--- src/rtl/core/jbt_pkg.sv ---
package jbt_pkg;

    // lexer modes
    localparam logic [2:0] MODE_IDLE = 3'd0;
    localparam logic [2:0] MODE_STR  = 3'd1;
    localparam logic [2:0] MODE_ESC  = 3'd2;
    localparam logic [2:0] MODE_NUM  = 3'd3;
    localparam logic [2:0] MODE_SKIP = 3'd4;

    // token kinds
    localparam logic [3:0] KIND_NULL   = 4'd0;
    localparam logic [3:0] KIND_NUMBER = 4'd1;
    localparam logic [3:0] KIND_STRING = 4'd2;
    localparam logic [3:0] KIND_TRUE   = 4'd3;
    localparam logic [3:0] KIND_FALSE  = 4'd4;
    localparam logic [3:0] KIND_LBRACK = 4'd5;
    localparam logic [3:0] KIND_RBRACK = 4'd6;
    localparam logic [3:0] KIND_LBRACE = 4'd7;
    localparam logic [3:0] KIND_RBRACE = 4'd8;
    localparam logic [3:0] KIND_COMMA  = 4'd9;
    localparam logic [3:0] KIND_COLON  = 4'd10;

    // characters of interest
    localparam logic [7:0] CH_NUL    = 8'h00;
    localparam logic [7:0] CH_SPACE  = 8'h20;
    localparam logic [7:0] CH_TAB    = 8'h09;
    localparam logic [7:0] CH_CR     = 8'h0D;
    localparam logic [7:0] CH_QUOTE  = 8'h22;
    localparam logic [7:0] CH_BSLASH = 8'h5C;
    localparam logic [7:0] CH_DOT    = 8'h2E;
    localparam logic [7:0] CH_MINUS  = 8'h2D;
    localparam logic [7:0] CH_ZERO   = 8'h30;
    localparam logic [7:0] CH_NINE   = 8'h39;
    localparam logic [7:0] CH_LBRACK = 8'h5B;
    localparam logic [7:0] CH_RBRACK = 8'h5D;
    localparam logic [7:0] CH_LBRACE = 8'h7B;
    localparam logic [7:0] CH_RBRACE = 8'h7D;
    localparam logic [7:0] CH_COMMA  = 8'h2C;
    localparam logic [7:0] CH_COLON  = 8'h3A;
    localparam logic [7:0] CH_T      = 8'h74;
    localparam logic [7:0] CH_F      = 8'h66;
    localparam logic [7:0] CH_N      = 8'h6E;

    // keyword letters left after the first one
    localparam logic [2:0] SKIP_TRUE  = 3'd3;
    localparam logic [2:0] SKIP_FALSE = 3'd4;
    localparam logic [2:0] SKIP_NULL  = 3'd3;

    localparam logic [15:0] COUNT_MAX = 16'hFFFF;

    // result queue sizing
    localparam int FIFO_DEPTH = 4;
    localparam int FIFO_PTR_W = 2;
    localparam int FIFO_CNT_W = 3;

    typedef struct packed {
        logic [3:0]  token_kind;
        logic [7:0]  lexeme_byte;
        logic        byte_valid;
        logic        token_start;
        logic        token_end;
        logic        lex_error;
        logic [15:0] tokens_seen;
        logic        last_of_run;
    } token_rec_t;

    // build one token record, content byte forced to zero when not valid
    function automatic token_rec_t mk_rec(
        input logic [3:0]  kind,
        input logic [7:0]  lexeme,
        input logic        bvalid,
        input logic        start,
        input logic        stop,
        input logic        err,
        input logic [15:0] seen
    );
        token_rec_t r;
        r.token_kind  = kind;
        r.lexeme_byte = bvalid ? lexeme : 8'h00;
        r.byte_valid  = bvalid;
        r.token_start = start;
        r.token_end   = stop;
        r.lex_error   = err;
        r.tokens_seen = seen;
        r.last_of_run = 1'b0;
        return r;
    endfunction

endpackage

--- src/rtl/core/json_byte_tokenizer_top.sv ---
// a byte is held in the input register, lexed into the result queue once the queue
//   has room for two records, and its first record is offered from the queue head
// throughput: one byte per cycle while the queue has room for two records; a byte
//   that gives two records (a closed number or a kept backslash) pushes both at once
// the 4-entry result queue must have room for two records before a byte is lexed
// reset (rst_n low, asynchronous): lexer idle, token count and error cleared,
//   input register and result queue empty
module json_byte_tokenizer_top (
    input  logic        clk,
    input  logic        rst_n,
    input  logic        in_valid,
    output logic        in_ready,
    input  logic [7:0]  in_byte,
    output logic        out_valid,
    input  logic        out_ready,
    output logic [3:0]  token_kind,
    output logic [7:0]  lexeme_byte,
    output logic        byte_valid,
    output logic        token_start,
    output logic        token_end,
    output logic        lex_error,
    output logic [15:0] tokens_seen,
    output logic        last_of_run
);

    logic [7:0]          byte_reg;
    logic                full_reg;
    logic                step;
    logic                room_two;
    logic [1:0]          lex_cnt;
    logic [1:0]          push_cnt;
    jbt_pkg::token_rec_t rec0;
    jbt_pkg::token_rec_t rec1;
    jbt_pkg::token_rec_t head;

    // lex the held byte when the queue can take both possible records
    assign step     = full_reg && room_two;
    assign in_ready = !full_reg || step;
    assign push_cnt = step ? lex_cnt : 2'd0;

    // input register
    always_ff @(posedge clk or negedge rst_n)
    begin
        if (!rst_n)
        begin
            full_reg <= 1'b0;
        end
        else if (in_ready)
        begin
            full_reg <= in_valid;
        end
    end

    always_ff @(posedge clk)
    begin
        if (in_valid && in_ready)
        begin
            byte_reg <= in_byte;
        end
    end

    jbt_lexer u_lexer (
        .clk     (clk),
        .rst_n   (rst_n),
        .step    (step),
        .byte_in (byte_reg),
        .rec_cnt (lex_cnt),
        .rec0    (rec0),
        .rec1    (rec1)
    );

    jbt_out_fifo u_out_fifo (
        .clk       (clk),
        .rst_n     (rst_n),
        .push_cnt  (push_cnt),
        .push0     (rec0),
        .push1     (rec1),
        .room_two  (room_two),
        .pop_valid (out_valid),
        .pop_ready (out_ready),
        .pop_rec   (head)
    );

    // result fields
    assign token_kind  = head.token_kind;
    assign lexeme_byte = head.lexeme_byte;
    assign byte_valid  = head.byte_valid;
    assign token_start = head.token_start;
    assign token_end   = head.token_end;
    assign lex_error   = head.lex_error;
    assign tokens_seen = head.tokens_seen;
    assign last_of_run = head.last_of_run;

endmodule

--- src/rtl/core/jbt_lexer.sv ---
module jbt_lexer (
    input  logic                   clk,
    input  logic                   rst_n,
    input  logic                   step,
    input  logic [7:0]             byte_in,
    output logic [1:0]             rec_cnt,
    output jbt_pkg::token_rec_t    rec0,
    output jbt_pkg::token_rec_t    rec1
);

    logic [2:0]  mode_reg, mode_next;
    logic [2:0]  skip_reg, skip_next;
    logic [15:0] count_reg, count_next;
    logic        err_reg, err_next;

    logic [15:0] count_sat;
    logic        is_digit;

    // idle path results
    logic                idle_has;
    jbt_pkg::token_rec_t idle_rec;
    logic [2:0]          idle_mode;
    logic [2:0]          idle_skip;
    logic [15:0]         idle_cnt;
    logic                idle_err;

    // string path results
    logic                str_has;
    jbt_pkg::token_rec_t str_rec;
    logic [2:0]          str_mode;
    logic                str_err;

    assign count_sat = (count_reg == jbt_pkg::COUNT_MAX) ? count_reg : count_reg + 16'd1;
    assign is_digit  = (byte_in >= jbt_pkg::CH_ZERO) && (byte_in <= jbt_pkg::CH_NINE);

    // byte between tokens
    always_comb
    begin
        idle_has  = 1'b0;
        idle_rec  = '0;
        idle_mode = jbt_pkg::MODE_IDLE;
        idle_skip = skip_reg;
        idle_cnt  = count_reg;
        idle_err  = err_reg;
        if (byte_in == jbt_pkg::CH_NUL || byte_in == jbt_pkg::CH_SPACE ||
            (byte_in >= jbt_pkg::CH_TAB && byte_in <= jbt_pkg::CH_CR))
        begin
            idle_has = 1'b0;
        end
        else if (byte_in == jbt_pkg::CH_QUOTE)
        begin
            idle_has  = 1'b1;
            idle_cnt  = count_sat;
            idle_mode = jbt_pkg::MODE_STR;
            idle_rec  = jbt_pkg::mk_rec(jbt_pkg::KIND_STRING, 8'h00, 1'b0, 1'b1, 1'b0,
                                        err_reg, count_sat);
        end
        else if (is_digit || byte_in == jbt_pkg::CH_MINUS)
        begin
            idle_has  = 1'b1;
            idle_cnt  = count_sat;
            idle_mode = jbt_pkg::MODE_NUM;
            idle_rec  = jbt_pkg::mk_rec(jbt_pkg::KIND_NUMBER, byte_in, 1'b1, 1'b1, 1'b0,
                                        err_reg, count_sat);
        end
        else
        begin
            idle_has = 1'b1;
            idle_cnt = count_sat;
            idle_rec = jbt_pkg::mk_rec(jbt_pkg::KIND_NULL, 8'h00, 1'b0, 1'b1, 1'b1,
                                       err_reg, count_sat);
            case (byte_in)
                jbt_pkg::CH_T:
                begin
                    idle_rec.token_kind = jbt_pkg::KIND_TRUE;
                    idle_skip = jbt_pkg::SKIP_TRUE;
                    idle_mode = jbt_pkg::MODE_SKIP;
                end
                jbt_pkg::CH_F:
                begin
                    idle_rec.token_kind = jbt_pkg::KIND_FALSE;
                    idle_skip = jbt_pkg::SKIP_FALSE;
                    idle_mode = jbt_pkg::MODE_SKIP;
                end
                jbt_pkg::CH_N:
                begin
                    idle_rec.token_kind = jbt_pkg::KIND_NULL;
                    idle_skip = jbt_pkg::SKIP_NULL;
                    idle_mode = jbt_pkg::MODE_SKIP;
                end
                jbt_pkg::CH_LBRACK: idle_rec.token_kind = jbt_pkg::KIND_LBRACK;
                jbt_pkg::CH_RBRACK: idle_rec.token_kind = jbt_pkg::KIND_RBRACK;
                jbt_pkg::CH_LBRACE: idle_rec.token_kind = jbt_pkg::KIND_LBRACE;
                jbt_pkg::CH_RBRACE: idle_rec.token_kind = jbt_pkg::KIND_RBRACE;
                jbt_pkg::CH_COMMA:  idle_rec.token_kind = jbt_pkg::KIND_COMMA;
                jbt_pkg::CH_COLON:  idle_rec.token_kind = jbt_pkg::KIND_COLON;
                default:
                begin
                    // unknown byte: dropped, sticky error
                    idle_has = 1'b0;
                    idle_cnt = count_reg;
                    idle_err = 1'b1;
                end
            endcase
        end
    end

    // byte inside a string
    always_comb
    begin
        str_has  = 1'b1;
        str_mode = jbt_pkg::MODE_STR;
        str_err  = err_reg;
        str_rec  = jbt_pkg::mk_rec(jbt_pkg::KIND_STRING, byte_in, 1'b1, 1'b0, 1'b0,
                                   err_reg, count_reg);
        if (byte_in == jbt_pkg::CH_QUOTE)
        begin
            str_mode = jbt_pkg::MODE_IDLE;
            str_rec  = jbt_pkg::mk_rec(jbt_pkg::KIND_STRING, 8'h00, 1'b0, 1'b0, 1'b1,
                                       err_reg, count_reg);
        end
        else if (byte_in == jbt_pkg::CH_NUL)
        begin
            // unterminated string: flag, then close it
            str_mode = jbt_pkg::MODE_IDLE;
            str_err  = 1'b1;
            str_rec  = jbt_pkg::mk_rec(jbt_pkg::KIND_STRING, 8'h00, 1'b0, 1'b0, 1'b1,
                                       1'b1, count_reg);
        end
        else if (byte_in == jbt_pkg::CH_BSLASH)
        begin
            str_has  = 1'b0;
            str_mode = jbt_pkg::MODE_ESC;
        end
    end

    // mode dispatch and record placement
    always_comb
    begin
        rec_cnt    = 2'd0;
        rec0       = '0;
        rec1       = '0;
        mode_next  = mode_reg;
        skip_next  = skip_reg;
        count_next = count_reg;
        err_next   = err_reg;
        case (mode_reg)
            jbt_pkg::MODE_STR:
            begin
                rec0      = str_rec;
                rec_cnt   = {1'b0, str_has};
                mode_next = str_mode;
                err_next  = str_err;
            end
            jbt_pkg::MODE_ESC:
            begin
                if (byte_in == jbt_pkg::CH_BSLASH || byte_in == jbt_pkg::CH_QUOTE)
                begin
                    rec0      = jbt_pkg::mk_rec(jbt_pkg::KIND_STRING, byte_in, 1'b1, 1'b0,
                                                1'b0, err_reg, count_reg);
                    rec_cnt   = 2'd1;
                    mode_next = jbt_pkg::MODE_STR;
                end
                else
                begin
                    // pending backslash is content, then the byte as usual
                    rec0      = jbt_pkg::mk_rec(jbt_pkg::KIND_STRING, jbt_pkg::CH_BSLASH,
                                                1'b1, 1'b0, 1'b0, err_reg, count_reg);
                    rec1      = str_rec;
                    rec_cnt   = str_has ? 2'd2 : 2'd1;
                    mode_next = str_mode;
                    err_next  = str_err;
                end
            end
            jbt_pkg::MODE_NUM:
            begin
                if (is_digit || byte_in == jbt_pkg::CH_DOT)
                begin
                    rec0    = jbt_pkg::mk_rec(jbt_pkg::KIND_NUMBER, byte_in, 1'b1, 1'b0,
                                              1'b0, err_reg, count_reg);
                    rec_cnt = 2'd1;
                end
                else
                begin
                    // close the number, then treat the byte as between tokens
                    rec0       = jbt_pkg::mk_rec(jbt_pkg::KIND_NUMBER, 8'h00, 1'b0, 1'b0,
                                                 1'b1, err_reg, count_reg);
                    rec1       = idle_rec;
                    rec_cnt    = idle_has ? 2'd2 : 2'd1;
                    mode_next  = idle_mode;
                    skip_next  = idle_skip;
                    count_next = idle_cnt;
                    err_next   = idle_err;
                end
            end
            jbt_pkg::MODE_SKIP:
            begin
                if (byte_in == jbt_pkg::CH_NUL || skip_reg <= 3'd1)
                begin
                    skip_next = 3'd0;
                    mode_next = jbt_pkg::MODE_IDLE;
                end
                else
                begin
                    skip_next = skip_reg - 3'd1;
                end
            end
            default:
            begin
                rec0       = idle_rec;
                rec_cnt    = {1'b0, idle_has};
                mode_next  = idle_mode;
                skip_next  = idle_skip;
                count_next = idle_cnt;
                err_next   = idle_err;
            end
        endcase
        // mark the final record of this byte
        if (rec_cnt == 2'd2)
        begin
            rec1.last_of_run = 1'b1;
        end
        else
        begin
            rec0.last_of_run = 1'b1;
        end
    end

    // lexer state
    always_ff @(posedge clk or negedge rst_n)
    begin
        if (!rst_n)
        begin
            mode_reg  <= jbt_pkg::MODE_IDLE;
            skip_reg  <= 3'd0;
            count_reg <= 16'd0;
            err_reg   <= 1'b0;
        end
        else if (step)
        begin
            mode_reg  <= mode_next;
            skip_reg  <= skip_next;
            count_reg <= count_next;
            err_reg   <= err_next;
        end
    end

endmodule

--- src/rtl/core/jbt_out_fifo.sv ---
module jbt_out_fifo (
    input  logic                   clk,
    input  logic                   rst_n,
    input  logic [1:0]             push_cnt,
    input  jbt_pkg::token_rec_t    push0,
    input  jbt_pkg::token_rec_t    push1,
    output logic                   room_two,
    output logic                   pop_valid,
    input  logic                   pop_ready,
    output jbt_pkg::token_rec_t    pop_rec
);

    jbt_pkg::token_rec_t                entry_reg [jbt_pkg::FIFO_DEPTH];
    logic [jbt_pkg::FIFO_PTR_W-1:0]     wptr_reg, wptr_next;
    logic [jbt_pkg::FIFO_PTR_W-1:0]     rptr_reg, rptr_next;
    logic [jbt_pkg::FIFO_CNT_W-1:0]     cnt_reg, cnt_next;
    logic [jbt_pkg::FIFO_PTR_W-1:0]     wptr_plus1;
    logic                               pop;

    assign pop        = pop_valid && pop_ready;
    assign pop_valid  = (cnt_reg != '0);
    assign pop_rec    = entry_reg[rptr_reg];
    assign room_two   = (cnt_reg <= jbt_pkg::FIFO_CNT_W'(jbt_pkg::FIFO_DEPTH - 2));
    assign wptr_plus1 = wptr_reg + 1'b1;

    // pointer and fill level update
    always_comb
    begin
        wptr_next = wptr_reg + push_cnt[jbt_pkg::FIFO_PTR_W-1:0];
        rptr_next = pop ? rptr_reg + 1'b1 : rptr_reg;
        cnt_next  = cnt_reg + jbt_pkg::FIFO_CNT_W'(push_cnt)
                    - jbt_pkg::FIFO_CNT_W'(pop);
    end

    always_ff @(posedge clk or negedge rst_n)
    begin
        if (!rst_n)
        begin
            wptr_reg <= '0;
            rptr_reg <= '0;
            cnt_reg  <= '0;
        end
        else
        begin
            wptr_reg <= wptr_next;
            rptr_reg <= rptr_next;
            cnt_reg  <= cnt_next;
        end
    end

    // record storage, up to two writes per cycle
    always_ff @(posedge clk)
    begin
        if (push_cnt != 2'd0)
        begin
            entry_reg[wptr_reg] <= push0;
        end
        if (push_cnt == 2'd2)
        begin
            entry_reg[wptr_plus1] <= push1;
        end
    end

endmodule
--- config.mk ---
export PLATFORM = sky130hd
export DESIGN_NAME = json_byte_tokenizer_top
export DESIGN_NICKNAME = d
export VERILOG_FILES = /design/src/rtl/core/jbt_pkg.sv /design/src/rtl/core/json_byte_tokenizer_top.sv /design/src/rtl/core/jbt_lexer.sv /design/src/rtl/core/jbt_out_fifo.sv
export SDC_FILE = /design/constraint.sdc
export NUM_CORES = 1
export LEC_CHECK = 0
export ABC_CLOCK_PERIOD_IN_PS = 5500
export BUFFER_PORTS_ARGS = -buffer_cell sky130_fd_sc_hd__buf_2
export CAP_MARGIN = 0
export CORE_MARGIN = 2
export CORE_UTILIZATION = 62
export DETAILED_ROUTE_END_ITERATION = 7
export GPL_ROUTABILITY_DRIVEN = 0
export GPL_TIMING_DRIVEN = 0
export PLACE_DENSITY = 0.9
export SETUP_SLACK_MARGIN = 0.15
export SYNTH_ARGS = -nofsm -noshare
export SYNTH_HDL_FRONTEND = slang
export SYNTH_SLANG_ARGS = --single-unit
--- constraint.sdc ---
create_clock -name clk -period 5.5 [get_ports clk]
set_input_delay 0.55 -clock clk [delete_from_list [all_inputs] [get_ports clk]]
set_output_delay 0.55 -clock clk [all_outputs]
set_load 0.03 [all_outputs]
* After elaboration in Yosys (flattened, before gate mapping)
Memories as Yosys holds them, arrays and structs flattened. Index checks and enable logic that the tools add are counted.
Word-level totals: flip-flop bits (word level) 39, bits in writable memories 132, bits of input ports 12, output and inout bits 35, word-level logic and storage cells 140, memories kept 1
Memory list:
- u_out_fifo.entry_reg | words 4, width 33, read ports 1, clocked after memory_dff 0, wr ports 2, line jbt_out_fifo.sv:13 | jbt_pkg::token_rec_t entry_reg [jbt_pkg::FIFO_DEPTH];
Cells by class: $add $sub $neg 7, order comparisons 6, equal/unequal tests 24, multiplexer cells 65, bitwise gates (word level) 3, reductions and logical operators 25
Operator list (number):
- two-way mux 33 bit | 6
- case mux 33 bit (4 select lines) | 1
- two-way mux 16 bit | 6
- two-way mux 29 bit | 3
- case mux 33 bit (2 select lines) | 1
- equality test 8 x 7 -> 1 bit (second input constant) | 8
- equality test 8 x 6 -> 1 bit (second input constant) | 6
- two-way mux 3 bit | 14
- case mux 16 bit (2 select lines) | 1
- case mux 4 bit (8 select lines) | 1
- two-way mux 1 bit | 21
- adder 16 x 1 -> 16 bit (second input constant) | 1
- equality test 16 bit (second input constant) | 1
- two-way mux 2 bit | 6
- case mux 3 bit (4 select lines) | 1
- case mux 3 bit (3 select lines) | 1
- AND reduction 3 bit | 3
- OR reduction 9 bit | 1
- >= comparator 8 x 4 -> 1 bit (second input constant) | 1
- >= comparator 8 x 6 -> 1 bit (second input constant) | 1
- less-or-equal comparator 8 x 4 -> 1 bit (second input constant) | 1
- less-or-equal comparator 8 x 6 -> 1 bit (second input constant) | 1
- logical NOT 8 bit | 1
- case mux 2 bit (4 select lines) | 1
- other kinds (24) | 42

* Depth between registers and ports, before layout
Gate-level depths: netlist (run 1).
word-level depth 13, gate-level depth with buffers 13

* Cells and area by module
A second synthesis (run 1) with hierarchy kept.
Second synthesis, totals: cells, all modules 747, area, all modules 9840.7 um^2
Modules (own cells, without submodules):
- jbt_out_fifo | instances 1, cells an instance 360, area an instance 6876.6 um^2
- jbt_lexer | instances 1, cells an instance 372, area an instance 2651.3 um^2
- json_byte_tokenizer_top | instances 1, cells an instance 15, area an instance 312.8 um^2

* Worst setup path after synthesis (run 1)
Ideal clock, no wire load.
path type register to register, start point register byte_reg[7], end point memory u_out_fifo.entry_reg[1][0] (netlist name), enable pin, library setup time 475 ps, data arrival time 4498 ps, required time 5025 ps, slack 527 ps, stages on the path, launching flop included 8, path buffers 2, period minus slack after synthesis 4973 ps, cell sequence edfxtp_1 -> clkbuf_1 -> or2_2 -> o31ai_1 -> or4_1 -> clkbuf_1 -> nand2_1 -> o32ai_1
RTL lines:
- start, declared | line json_byte_tokenizer_top.sv:26 | logic [7:0] byte_reg;
- start signal, assigned | line json_byte_tokenizer_top.sv:58 | byte_reg <= in_byte;
- end, declared | line jbt_out_fifo.sv:13

* Worst setup path after layout (run 1)
start point register byte_reg[7], end point register u_out_fifo.cnt_reg[2] (netlist name)
On the way: word-level cells in the longest chain between the ends 12
Ends and longest elaborated chain:
- >= comparator 8 x 6 -> 1 bit (tied with other cells) | line jbt_lexer.sv:34 | assign is_digit = (byte_in >= jbt_pkg::CH_ZERO) && (byte_in <= jbt_pkg::CH_NINE);
- logical AND 1 bit or OR reduction 9 bit (tied branches)
- logical OR 1 bit or two-way mux 1 bit (tied branches) | line jbt_lexer.sv:58, jbt_lexer.sv:72
- two-way mux 1 bit | line jbt_lexer.sv:58 | else if (is_digit || byte_in == jbt_pkg::CH_MINUS)
- two-way mux 1 bit | line jbt_lexer.sv:50 | else if (byte_in == jbt_pkg::CH_QUOTE)
- two-way mux 1 bit | line jbt_lexer.sv:45 | if (byte_in == jbt_pkg::CH_NUL || byte_in == jbt_pkg::CH_SPACE ||
- two-way mux 2 bit | line jbt_lexer.sv:189 | rec_cnt = idle_has ? 2'd2 : 2'd1;
- two-way mux 2 bit | line jbt_lexer.sv:177 | if (is_digit || byte_in == jbt_pkg::CH_DOT)
- case mux 2 bit (4 select lines) (*) | line jbt_lexer.sv:147 | case (mode_reg)
- two-way mux 2 bit (*) | line json_byte_tokenizer_top.sv:39 | assign push_cnt = step ? lex_cnt : 2'd0;
- adder 3 x 2 -> 3 bit (*) | line jbt_out_fifo.sv:31 | cnt_next = cnt_reg + jbt_pkg::FIFO_CNT_W'(push_cnt)
- subtractor 3 x 1 -> 3 bit (*) | line jbt_out_fifo.sv:32 | - jbt_pkg::FIFO_CNT_W'(pop);
- net u_out_fifo.cnt_next (one bit) | line jbt_out_fifo.sv:16 | logic [jbt_pkg::FIFO_CNT_W-1:0] cnt_reg, cnt_next;
- end signal, assigned | line jbt_out_fifo.sv:47 | cnt_reg <= cnt_next;
- end, declared | line jbt_out_fifo.sv:16
Mark *: on every way through the listed nets, which the timed path passes. The rest lies on a longest branch. A chain may end at the register's enable or synchronous reset.

==> results.py, run 1 <==
metrics = {
    "timing": {
        "slew_headroom_pct": 28.4,
        "period_share_pct": 74.5,
        "rsz0062_at_grt": "no",
        "setup_viol": 0,
        "report.final.slew_viol_count": 0,
        "finalHoldViolCount": 0,
        "period_needed_ps": 4100,
        "tns_ps": 0,
        "max_freq_ghz": 0.244,
        "clock_skew_ps": 11.2,
        "tightestPinTransition_ps": 1070,
    },
    "logic_synthesis": {
        "netlist_area_sq_mm": 0.00981,
        "syn-mean-instance-area_sq_um": 12.2,
        "netlist_top_cells_area": "edfxtp_1 43%, dfrtp_1 7.9%, mux4_2 7.6%, mux2i_1 6.8%, mux2_2 2.9%",
        "yosysUniqueCellTypes": 74,
        "postSynthCellCount": 806,
        "yosys_warnings": 0,
        "synth_edf_count": 140,
        "synth.most_common_cell": "edfxtp_1",
        "ys_seq_area_share_pct": 50.8,
        "synth-main-ff-cell": "edfxtp_1",
        "synth_async_sr_flop_share_pct": 18.1,
        "ys_ff_latch": 171,
        "yosys.area.top_type": "edfxtp_1",
        "syn_nets": 826,
        "synthTopCellsByCount": "140 x edfxtp_1, 67 x mux2i_1, 58 x nand2_1",
        "netlist.area_leader.share_pct": 42.9,
    },
    "power": {
        "total_power_mw": 5.22,
        "p_per_area_mw_per_mm2": 471,
        "power.leakage_nw": 3.83,
        "peakVddDrop_mv": 0.277,
    },
    "critical_path": {
        "cp-start-kind": "register",
        "cp.arrival_ps": 4460,
        "path_max_fanout": 10,
        "cp-end-kind": "register",
        "criticalPathCategory": "reg2reg",
        "ff2ff_setup_slack_ps": 1400,
        "r2r_cells": 12,
        "crit_required_ps": 5870,
    },
    "finish": {
        "utilization_pct": 72.3,
        "nNetsFinal": 896,
        "areaGrowthSynthToFinish_pct": 12.9,
        "largest_register_ffs": 132,
        "layout-drive-gt1-share_pct": 21.1,
        "antenna_cells": 0,
        "layout.cells.non_filler": 1100,
    },
    "job": {
        "cap_viol_max_count": 0,
    },
    "floorplanning": {
        "die_area_sq_mm": 0.0168,
        "die_h_um": 130,
        "row_count": 45,
        "io_pins": 47,
        "core-area_sq_mm": 0.0153,
        "die_w_um": 130,
        "start_util_pct": 64.0,
    },
    "clock_tree": {
        "path_clk_slew_ps": 70,
        "numCtsBuffers": 17,
        "root_buffer": "clkbuf_16",
        "htreeDepth": 4,
        "tritoncts": "done",
        "post_cts_resized": 0,
        "clkLatencyLatePin_ps": 450,
        "postCtsSetupRepairBufs": 0,
        "clockBufferDepth": 2,
        "clock_sinks": 171,
        "holdBufCountCts": 0,
    },
    "detailed_routing": {
        "drc": 0,
        "drt-initial-drc-count": 1576,
        "drt_first_pass_iters": 7,
        "wl_per_cell_um": 24.9,
        "drt_wl_total_mm": 27.4,
        "viasPerCell": 7.23,
        "antenna_left": 0,
        "vias": 7953,
    },
    "placed_design": {
        "place_inst": 1068,
        "hpwlAfterDp_mm": 18.3,
        "place.port_buffers": 46,
    },
    "global_route": {
        "grt_pass1_wl_mm": 42.8,
        "grt_max_degree": 32,
        "grtUsageTotal_pct": 34.1,
        "grt_overflow_total": 0,
        "antenna_found_initial": 0,
        "grt_pass1_vias": 7624,
    },
    "run_status": {
        "outcome": "finished clean",
    },
    "worst_hold_path": {
        "hold_class": "in2async",
    },
}
## layer usage
layer / share of wire [%] / GRT usage (%) / routed length [um]
met4: 6.0 / 19.4 / 1660
met5: 0 / 0 / 0
met2: 46 / 53.6 / 12700
met3: 13 / 7.75 / 3460
met1: 35 / 44.0 / 9590
## cells by family (layout without fill, tap and decap cells)
kind of cell,count (synthesis),in the layout,synth area share [%]
multiplexers,125,125,17.3
AO/OA/AOI/OAI,180,180,12.7
flip-flops,171,171,50.8
XOR/XNOR,19,19,1.70
adder cells (fa/ha/maj),8,8,1.10
AND/OR/NAND/NOR,232,232,13.0
buffers and inverters,71,154,3.41
## area by class of cell
| class | count | area, sq um |
|---|---|---|
| Buffer | 60 | 293 |
| Clock buffer | 17 | 425 |
| Clock inverter | 15 | 150 |
| Fill cell | 979 | 4240 |
| Inverter | 11 | 41.3 |
| Multi-Input combinational cell | 564 | 4560 |
| Sequential cell | 171 | 4980 |
| Tap cell | 211 | 264 |
| Timing Repair Buffer | 51 | 360 |
## per-stage QoR
step	hold slack, ps	worst slack, ps	instance area (sq um)
detailed placement	478	1690	10500
CTS	207	1580	11100
global placement	476	-1440	10300
floorplan	254	527	9810
finish	170	1400	11100
global route	229	1280	11100
## worst max-delay path, cell delays in order, from the launching register on
cell,delay [ps]
edfxtp_1,410
clkbuf_1,430
and3b_1,300
o2111ai_1,180
o311ai_0,350
o31a_1,420
a211oi_2,880
nor2_1,170
ha_1,260
inv_1,70
fa_1,190
xor2_1,210
xnor2_1,150
## layout by cell type (no fill, tap or decap), drive strengths merged, types with 6 or more instances in the layout
master / n
buf: 78
mux4: 33
nor3: 40
inv: 20
edfxtp: 140
a21boi: 17
clkbuf: 50
nand3: 26
and3: 10
mux2: 25
nor2: 30
nor3b: 6
a21oi: 41
mux2i: 67
nand2: 58
o221ai: 8
nand2b: 8
dfrtp: 31
nand4: 8
or3: 7
o21ai: 35
xor2: 14
a22oi: 7
o31ai: 14
o21a: 7
o311ai: 10
nor4: 7
and2: 6
ha: 7
o22ai: 6
## power by group
part / switching [mW] / internal (mW)
logic: 1.56 / 0.776
registers: 0.0723 / 1.61
clock network: 0.590 / 0.606
## worst paths after layout
path                                                  from                          endpoint
max                                  byte_reg[7]$_DFFE_PP_   u_out_fifo.cnt_reg[2]$_DFF_PN0_
min                                                  rst_n  u_lexer.count_reg[5]$_DFFE_PN0P_
max reg2reg                          byte_reg[7]$_DFFE_PP_   u_out_fifo.cnt_reg[2]$_DFF_PN0_
max in group asynchronous                            rst_n  u_out_fifo.wptr_reg[0]$_DFF_PN0_
min in group clk                                in_byte[7]             byte_reg[7]$_DFFE_PP_
min reg2reg                u_out_fifo.cnt_reg[2]$_DFF_PN0_   u_out_fifo.cnt_reg[2]$_DFF_PN0_
Note: power is estimated with default switching activity, not from simulation.
==> run 2, diff against run 1 <==
--- a/config.mk
+++ b/config.mk
@@ -5,15 +5,16 @@
 export SDC_FILE = /design/constraint.sdc
 export NUM_CORES = 1
 export LEC_CHECK = 0
-export ABC_CLOCK_PERIOD_IN_PS = 5500
+export ABC_AREA = 1
+export ABC_CLOCK_PERIOD_IN_PS = 3300
 export BUFFER_PORTS_ARGS = -buffer_cell sky130_fd_sc_hd__buf_2
 export CAP_MARGIN = 0
 export CORE_MARGIN = 2
-export CORE_UTILIZATION = 62
+export CORE_UTILIZATION = 56
 export DETAILED_ROUTE_END_ITERATION = 7
 export GPL_ROUTABILITY_DRIVEN = 0
 export GPL_TIMING_DRIVEN = 0
-export PLACE_DENSITY = 0.9
+export PLACE_DENSITY = 0.87
 export SETUP_SLACK_MARGIN = 0.15
 export SYNTH_ARGS = -nofsm -noshare
 export SYNTH_HDL_FRONTEND = slang
==> constraint.sdc (replaced) <==
create_clock -name clk -period 3.3 [get_ports clk]
set_input_delay 0.33 -clock clk [delete_from_list [all_inputs] [get_ports clk]]
set_output_delay 0.33 -clock clk [all_outputs]
set_load 0.03 [all_outputs]
==> run 2 against run 1 <==
- clock power up 71%
- cell area is 1.9% lower
- worst setup slack worse by 1000 ps
- non-clock buffer count down 2
- wire length hardly changed
- register-to-register slack worse by 970 ps
- count of clock-buffer cells in the layout increased by 1
- sequential share of layout area increased by 0.88 points
- clock skew about the same
- critical endpoint is now tokens_seen[2]
- largest cell class unchanged
==> results.py, run 2 <==
metrics = {
    "critical_path": {
        "criticalPathCategory": "reg2out",
        "cp-start-kind": "register",
        "cp.arrival_ps": 2610,
        "path_common_cell": "clkbuf_1",
        "ff2ff_setup_slack_ps": 430,
        "crit_family": "buffers and inverters",
        "worst-path-buf-inv": 5,
        "timing.rr.start": "byte_reg[4]$_DFFE_PP_",
        "path_max_fanout": 10,
        "crit_path_start": "u_out_fifo.rptr_reg[0]$_DFFE_PN0P_",
        "cp-end-kind": "output pin",
        "crit_required_ps": 2970,
        "r2r_cells": 12,
        "timing.critical_path.slowest_stage_cell": "clkbuf_1",
        "r2r-end": "u_out_fifo.cnt_reg[2]$_DFF_PN0_",
        "critical_path.cell_chain": "clkbuf_1 -> inv_1 -> clkbuf_1 -> clkbuf_1 -> nor2_1 -> o22ai_1 -> buf_2",
        "crit_path_max_incr_delay_ps": 460,
    },
    "global_route": {
        "antenna_found_initial": 0,
        "grt_overflow_total": 0,
        "grt_max_degree": 34,
        "grt_pass1_wl_mm": 43.0,
        "grt_pass1_vias": 8301,
        "grtUsageTotal_pct": 30.3,
    },
    "placed_design": {
        "place_ws_ps": 245,
        "place_inst": 1456,
        "hpwlAfterDp_mm": 19.0,
        "place.port_buffers": 46,
    },
    "worst_hold_path": {
        "min_from": "in_byte[2]",
        "hold_class": "in2reg",
        "holdPathStages": 1,
        "holdPathEnd": "byte_reg[2]$_DFFE_PP_",
    },
    "finish": {
        "utilization_pct": 63.4,
        "nNetsFinal": 1271,
        "fillers": 1341,
        "layout-drive-gt1-share_pct": 11.2,
        "largest_register_ffs": 132,
        "final_cell_mix": "375 x nand2_1, 140 x edfxtp_1, 119 x nor2_1",
        "antenna_cells": 0,
        "final_common_cell": "nand2_1",
        "layout.cells.non_filler": 1488,
        "areaGrowthSynthToFinish_pct": 11.9,
    },
    "timing": {
        "finalHoldViolCount": 0,
        "setup_viol": 0,
        "report.final.slew_viol_count": 0,
        "tns_ps": 0,
        "max_freq_ghz": 0.340,
        "period_share_pct": 89.1,
        "timing.final.ws_setup_ps": 361,
        "tightestPinTransition_ps": 805,
        "clock_skew_ps": 11.6,
        "slew_headroom_pct": 45.9,
        "period_needed_ps": 2940,
        "rsz0062_at_grt": "no",
    },
    "floorplanning": {
        "start_util_pct": 56.7,
        "row_count": 48,
        "die_area_sq_mm": 0.0184,
        "die_w_um": 136,
        "io_pins": 47,
        "die_h_um": 136,
        "core-area_sq_mm": 0.0171,
    },
    "logic_synthesis": {
        "yosys_warnings": 0,
        "yosysUniqueCellTypes": 38,
        "synth_edf_count": 140,
        "netlist_top_cells_area": "edfxtp_1 43%, nand2_1 15%, dfrtp_1 8.0%, o21ai_0 6.0%, nand3_1 5.3%",
        "syn_nets": 1205,
        "synth.most_common_cell": "nand2_1",
        "netlist_area_sq_mm": 0.00971,
        "synth-main-ff-cell": "edfxtp_1",
        "ys_seq_area_share_pct": 51.3,
        "synthTopCellsByCount": "380 x nand2_1, 140 x edfxtp_1, 119 x nor2_1",
        "syn-mean-instance-area_sq_um": 8.19,
        "yosys.area.top_type": "edfxtp_1",
        "postSynthCellCount": 1185,
        "netlist.area_leader.share_pct": 43.3,
        "synth_async_sr_flop_share_pct": 18.1,
        "ys_ff_latch": 171,
    },
    "clock_tree": {
        "tritoncts": "done",
        "path_clk_slew_ps": 70,
        "root_buffer": "clkbuf_16",
        "clockBufferDepth": 2,
        "clock_sinks": 171,
        "clkLatencyLatePin_ps": 450,
        "htreeDepth": 4,
        "numCtsBuffers": 17,
    },
    "run_status": {
        "outcome": "finished clean",
    },
    "detailed_routing": {
        "drt_first_pass_iters": 7,
        "vias": 9111,
        "wl_per_cell_um": 18.5,
        "drt_wl_total_mm": 27.5,
        "antenna_left": 0,
        "drt-initial-drc-count": 1771,
        "viasPerCell": 6.12,
        "drc": 0,
    },
    "power": {
        "peakVddDrop_mv": 0.569,
        "p_per_area_mw_per_mm2": 962,
        "power.leakage_nw": 4.62,
        "total_power_mw": 10.4,
    },
    "job": {
        "cap_viol_max_count": 0,
    },
}
==> run 2: cell count changes in the layout (fill, tap and decap cells not counted), sizes merged, moves of 57 or more <==
cell,delta
inv,+57
mux2i,-67
nand2,+326
nand3,+80
nor2,+101
o21ai,+86
o22ai,+58
==> run 2: layout make-up <==
type                    instances  area (sq um)  share of cell area [%]
plain buffers                  62           317                    2.92
clock buffers                  18           429                    3.95
clock inverters                13           166                    1.53
inverters                      74           278                    2.56
multi-input cells             878          4170                    38.4
flip-flops and latches        171          4980                    45.9
well taps                     225           282                    2.59
repair buffers                 47           240                    2.21
==> run 2: routing by layer <==
| layer | part of all wire [%] | global-route usage, % | up-vias |
|---|---|---|---|
| li1 | - | - | 4161 |
| met1 | 37 | 41.3 | 4102 |
| met2 | 46 | 47.5 | 724 |
| met3 | 14 | 7.18 | 122 |
| met4 | 3.4 | 11.6 | 2 |
| met5 | 0.066 | 0 | - |
==> run 2: power breakdown <==
part | leakage, nW | switching (mW) | internal, mW | total (mW)
sequential | 1.74 | 0.213 | 3.08 | 3.29
clock | 0.285 | 0.864 | 1.19 | 2.05
combinational | 2.60 | 3.80 | 1.30 | 5.10
==> run 2: logic make-up after synthesis <==
kind of cell / after synthesis / share of synthesized area [%]
flops: 171 / 51.3
simple gates: 641 / 27.7
compound gates: 211 / 12.1
xor+xnor: 18 / 1.62
fa+ha+maj: 8 / 1.11
buf+inv: 136 / 6.11
==> run 2: repair_timing <==
item	4_1_cts	5_1_grt
setup buffers	0	0
hold buffers	1	0
setup endpoints to repair	0	134
resized for setup	0	7
hold endpoints to repair	31	0
==> run 2: how the worst max path moves through the flow <==
| stage | endpoint | cells past startpoint |
|---|---|---|
| 2_1_floorplan | u_out_fifo.entry_reg[2][0]$_DFFE_PP_ | 13 |
| 3_3_place_gp | u_out_fifo.entry_reg[3][12]$_DFFE_PP_ | 13 |
| 3_5_place_dp | u_out_fifo.entry_reg[0][8]$_DFFE_PP_ | 13 |
| 4_1_cts | u_out_fifo.entry_reg[0][26]$_DFFE_PP_ | 13 |
| 5_1_grt | u_out_fifo.cnt_reg[2]$_DFF_PN0_ | 18 |
| 6_report | tokens_seen[2] | 7 |
==> run 2: through the flow <==
stage | instance area [sq um] | hold slack [ps]
2_1_floorplan | 9710 | 34.4
4_1_cts | 10800 | 58.0
3_3_place_gp | 10200 | 423
5_1_grt | 10900 | 60.1
6_report | 10900 | 59.8
3_5_place_dp | 10200 | 424
